--- src/rtl/rmth_pkg.sv ---
// ----------------------------------------------------------------------------
// rmth_pkg
// Shared types and constants for the two-heap running median block.
// ----------------------------------------------------------------------------
package rmth_pkg;

  localparam int SAMPLE_W = 32;
  localparam int MED_W    = 33;
  localparam int CNT_W    = 11;

  // heap select: lower half is a max-heap, upper half a min-heap
  localparam logic SEL_LOWER = 1'b0;
  localparam logic SEL_UPPER = 1'b1;

  typedef enum logic [3:0] {
    OP_NONE,
    OP_LOAD,     // latch sample, decide path
    OP_SD_INIT,  // start sift-down at the top of the pass-through heap
    OP_SD_RDL,   // read left child
    OP_SD_RDR,   // capture left child, read right child
    OP_SD_STEP,  // move best child up or settle value
    OP_SD_FIN,   // settle value at a leaf
    OP_PU_INIT,  // start sift-up at the tail of the receiving heap
    OP_PU_RDP,   // read parent
    OP_PU_STEP,  // move parent down or settle value
    OP_PU_FIN,   // settle value at the root
    OP_OUT       // load result register
  } op_t;

  typedef struct packed {
    op_t op;
  } cmd_t;

  typedef struct packed {
    logic full;       // store full, request is dropped
    logic swap;       // sample displaces the top of the pass-through heap
    logic l_lt_n;     // left child exists
    logic down_move;  // sift-down continues
    logic i_zero;     // sift-up reached the root
    logic up_move;    // sift-up continues
    logic out_free;   // result register can take a new result
  } stat_t;

endpackage

--- src/rtl/rmth_ctrl.sv ---
// ----------------------------------------------------------------------------
// rmth_ctrl
// Controller: sequences load, sift-down, sift-up and result per request.
// ----------------------------------------------------------------------------
module rmth_ctrl import rmth_pkg::*; (
  input  logic  clk,
  input  logic  rst_n,
  input  logic  in_valid,
  output logic  in_ready,
  input  stat_t stat,
  output cmd_t  cmd
);

  typedef enum logic [3:0] {
    ST_IDLE, ST_SEL, ST_SDL, ST_SDR, ST_SDC, ST_PUI, ST_PUP, ST_PUC, ST_OUT
  } state_t;

  state_t state_r, state_nxt;

  assign in_ready = (state_r == ST_IDLE);

  // next state and command
  always_comb begin
    state_nxt = state_r;
    cmd.op    = OP_NONE;
    case (state_r)
      ST_IDLE: begin
        if (in_valid) begin
          cmd.op    = OP_LOAD;
          state_nxt = ST_SEL;
        end
      end
      ST_SEL: begin
        if (stat.full) begin
          state_nxt = ST_OUT;
        end else if (stat.swap) begin
          cmd.op    = OP_SD_INIT;
          state_nxt = ST_SDL;
        end else begin
          state_nxt = ST_PUI;
        end
      end
      ST_SDL: begin
        if (stat.l_lt_n) begin
          cmd.op    = OP_SD_RDL;
          state_nxt = ST_SDR;
        end else begin
          cmd.op    = OP_SD_FIN;
          state_nxt = ST_PUI;
        end
      end
      ST_SDR: begin
        cmd.op    = OP_SD_RDR;
        state_nxt = ST_SDC;
      end
      ST_SDC: begin
        cmd.op    = OP_SD_STEP;
        state_nxt = stat.down_move ? ST_SDL : ST_PUI;
      end
      ST_PUI: begin
        cmd.op    = OP_PU_INIT;
        state_nxt = ST_PUP;
      end
      ST_PUP: begin
        if (stat.i_zero) begin
          cmd.op    = OP_PU_FIN;
          state_nxt = ST_OUT;
        end else begin
          cmd.op    = OP_PU_RDP;
          state_nxt = ST_PUC;
        end
      end
      ST_PUC: begin
        cmd.op    = OP_PU_STEP;
        state_nxt = stat.up_move ? ST_PUP : ST_OUT;
      end
      ST_OUT: begin
        if (stat.out_free) begin
          cmd.op    = OP_OUT;
          state_nxt = ST_IDLE;
        end
      end
      default: begin
        state_nxt = ST_IDLE;
      end
    endcase
  end

  // hold state
  always_ff @(posedge clk) begin
    if (!rst_n) begin
      state_r <= ST_IDLE;
    end else begin
      state_r <= state_nxt;
    end
  end

endmodule

--- config.mk ---
export PLATFORM = sky130hd
export DESIGN_NAME = rmth_ctrl
export DESIGN_NICKNAME = d
export VERILOG_FILES = /design/src/rtl/rmth_pkg.sv /design/src/rtl/rmth_ctrl.sv
export SDC_FILE = /design/constraint.sdc
export NUM_CORES = 1
export LEC_CHECK = 0
export ABC_AREA = 1
export ABC_CLOCK_PERIOD_IN_PS = 2000
export BUFFER_PORTS_ARGS = -buffer_cell sky130_fd_sc_hd__buf_2
export CAP_MARGIN = 0
export CORE_AREA = 2 2 39 41
export CTS_CLUSTER_SIZE = 10
export DETAILED_ROUTE_END_ITERATION = 16
export DIE_AREA = 0 0 41 43
export PLACE_DENSITY_LB_ADDON = 0.08
export SLEW_MARGIN = 0
export SYNTH_ARGS = -nofsm -noshare
export SYNTH_HDL_FRONTEND = slang
export SYNTH_SLANG_ARGS = --single-unit
--- constraint.sdc ---
create_clock -name clk -period 2 [get_ports clk]
set_input_delay 0.5 -clock clk [delete_from_list [all_inputs] [get_ports clk]]
set_output_delay 0.5 -clock clk [all_outputs]
set_load 0.05 [all_outputs]
==> impl_metrics.env <==
export IMPL_end_kind="output pin"
export IMPL_period_needed_ps=1939
export IMPL_reg2reg_slack_ps=780
export IMPL_grt_max_degree=9
export IMPL_grt_pass1_wl_um=1628
export IMPL_crit_buf_inv=2
export IMPL_status="complete, no violations"
export IMPL_critPathCapture="cmd[1]"
export IMPL_fp_dieH_um=43
export IMPL_vdd_drop_max_mv=0.4394
export IMPL_cts_max_path_buffers=2
export IMPL_clock_skew_ps=1.995
export IMPL_ys_types=15
export IMPL_critical_path_top_delay_family="simple AND/OR/NAND/NOR gates"
export IMPL_cp_arrival_ps=1440
export IMPL_hpwl_um=833.6
export IMPL_final_core_util_pct=38.25
export IMPL_hold_viol=0
export IMPL_gp_congestion=0.8092
export IMPL_drive_gt1_share_pct=37.80
export IMPL_finalPower_uw=624.2
export IMPL_crit_required_ps=1500
export IMPL_crit_cells=6
export IMPL_clk_latency_ps=230
export IMPL_nets=94
export IMPL_synth_top_area_cell="dfxtp_1"
export IMPL_critPathSlowestCell="dfxtp_2"
export IMPL_drtAntennaViolNets=0
export IMPL_diodes=0
export IMPL_max_clock_freq_ghz=0.5157
export IMPL_maxCapViolations=0
export IMPL_slew_headroom_pct=83.52
export IMPL_worst_setup_path_type="reg -> out"
export IMPL_yosysWarnings=0
export IMPL_cts_root_buf="clkbuf_4"
export IMPL_syn_area_um2=385.4
export IMPL_cts_sinks=4
export IMPL_largest_reg_flops=4
export IMPL_rr_startpoint="state_r[2]"
export IMPL_reg2reg_depth=7
export IMPL_boundaryPins=15
export IMPL_rows=14
export IMPL_reg_top3="state_r: 4 flops"
export IMPL_post_drt_wl_per_cell_um=11.39
export IMPL_yosysSeqAreaShare_pct=20.78
export IMPL_syn_nets=73
export IMPL_critPathLaunchType="flop"
export IMPL_vias=489
export IMPL_placedInstanceArea_um2=475.5
export IMPL_cts_reportedPaths_clkPinSlew_ps=40
export IMPL_tightest_slew_ps=248.9
export IMPL_yosysTopAreaCellShare_pct=20.78
export IMPL_area_growth_pct=37.34
export IMPL_dieArea_um2=1763
export IMPL_die_w_um=41
export IMPL_cp_max_fo=8
export IMPL_syn_area_per_cell_um2=6.117
export IMPL_antenna_found_initial=0
export IMPL_portBuffers=14
export IMPL_wirelength_um=1116
export IMPL_total_leakage_power_nw=0.2845
export IMPL_cp_startpoint="state_r[2]"
export IMPL_postLayoutCellArea_um2=529.3
export IMPL_cpPeakStageDelay_ps=360
export IMPL_first_global_vias=406
export IMPL_initial_core_util_pct=27.85
export IMPL_top_register="state_r"
export IMPL_h_tree_depth=1
export IMPL_drt_iter0_markers=9
export IMPL_netlist_instances=63
export IMPL_cp_common_cell="nand3_1"
export IMPL_first_pass_iters=5
export IMPL_final_cell_count_no_fill=98
export IMPL_setup_viol=0
export IMPL_regToRegEndpoint="state_r[0]"
export IMPL_grt_overflow=0
export IMPL_hp_class="in -> reg"
export IMPL_via_per_inst=4.990
export IMPL_cts_buffers=3
export IMPL_core_region_area_um2=1384
export IMPL_crit_chain="inv_1, nor2_4, nand3_1, nand3_1, nand3b_1, buf_6"
export IMPL_ys_ff_latch=4
export IMPL_grtUsageTotal_pct=14.14
export IMPL_powerDensity_nw_per_um2=1179
export IMPL_slew_viol_final=0
export IMPL_num_fill_cells=146
export IMPL_synth_area_leaders="dfxtp_1, nand3_1, inv_1"
export IMPL_cts_tree="built"
export IMPL_dp_cells=93
export IMPL_fin_crit_sh_pct=96.96
export IMPL_drc=0
cells in the mapped netlist:
cell,instances
nor2_1,7
o2111ai_1,1
o21bai_1,1
inv_1,9
nand3b_1,2
nor2_2,2
o21ai_0,3
nand3_1,14
dfxtp_1,4
nand4_1,4
nand2_1,9
nand3_2,1
nor2_4,3
inv_2,2
and2_1,1
worst min-delay path by stage:
stage	from	end	slack, ps	cells after the start
after global placement	rst_n	state_r[3]	720	2
after CTS	rst_n	state_r[3]	490	2
after floorplan	rst_n	state_r[3]	630	1
final	rst_n	state_r[3]	500	2
after detailed placement	rst_n	state_r[3]	730	2
after global routing	rst_n	state_r[3]	500	2
cells in the final DEF, fill, tap and decap left out, drive strengths merged:
cell / n
nand4: 4
buf: 16
dfxtp: 4
o21bai: 1
clkbuf: 3
inv: 11
nand2: 9
nand3b: 2
and2: 1
o21ai: 3
nand3: 15
o2111ai: 1
nor2: 12
layer usage:
| metal | track usage, % | share of wire, % | wire length, um | up-vias |
|---|---|---|---|---|
| met4 | 8.000 | 3.1 | 35 | 0 |
| li1 | - | - | - | 251 |
| met1 | 16.99 | 43 | 485 | 205 |
| met2 | 18.13 | 44 | 491 | 29 |
| met3 | 9.424 | 9.3 | 104 | 4 |
| met5 | 0 | 0 | 0 | - |
power breakdown:
group          total (mW)  switching, mW  internal, mW
registers           0.140         0.0380         0.102
clock network      0.0992         0.0321        0.0671
logic               0.386          0.269         0.117
stage by stage:
step	setup slack (ps)	setup TNS (ps)	hold slack, ps
after floorplan	21.47	0	627.3
after global placement	170.9	0	724.1
after detailed placement	221.7	0	730.2
after CTS	30.28	0	489.0
after global routing	-12.67	-12.67	500.0
final	60.87	0	504.7
cells by family after synthesis:
family	share of synthesized area, %
compound gates	8.117
flops	20.78
simple gates	60.39
buf+inv	10.71
what timing repair did:
action,4_1_cts,5_1_grt
hold buffers,0,0
setup buffers,0,2
pin swaps,0,1
gates cloned,0,0
resized for setup,2,5
setup endpoints to repair,1,3
area by class of cell:
cell class	instances	area, um2	area share (%)
Clock buffer	3	22.52	4.255
Inverter	11	41.29	7.801
Multi-Input combinational cell	48	269.0	50.83
Sequential cell	4	85.08	16.08
Tap cell	16	20.02	3.783
Timing Repair Buffer	16	91.34	17.26
No activity file was read; power rests on OpenSTA's default activity.
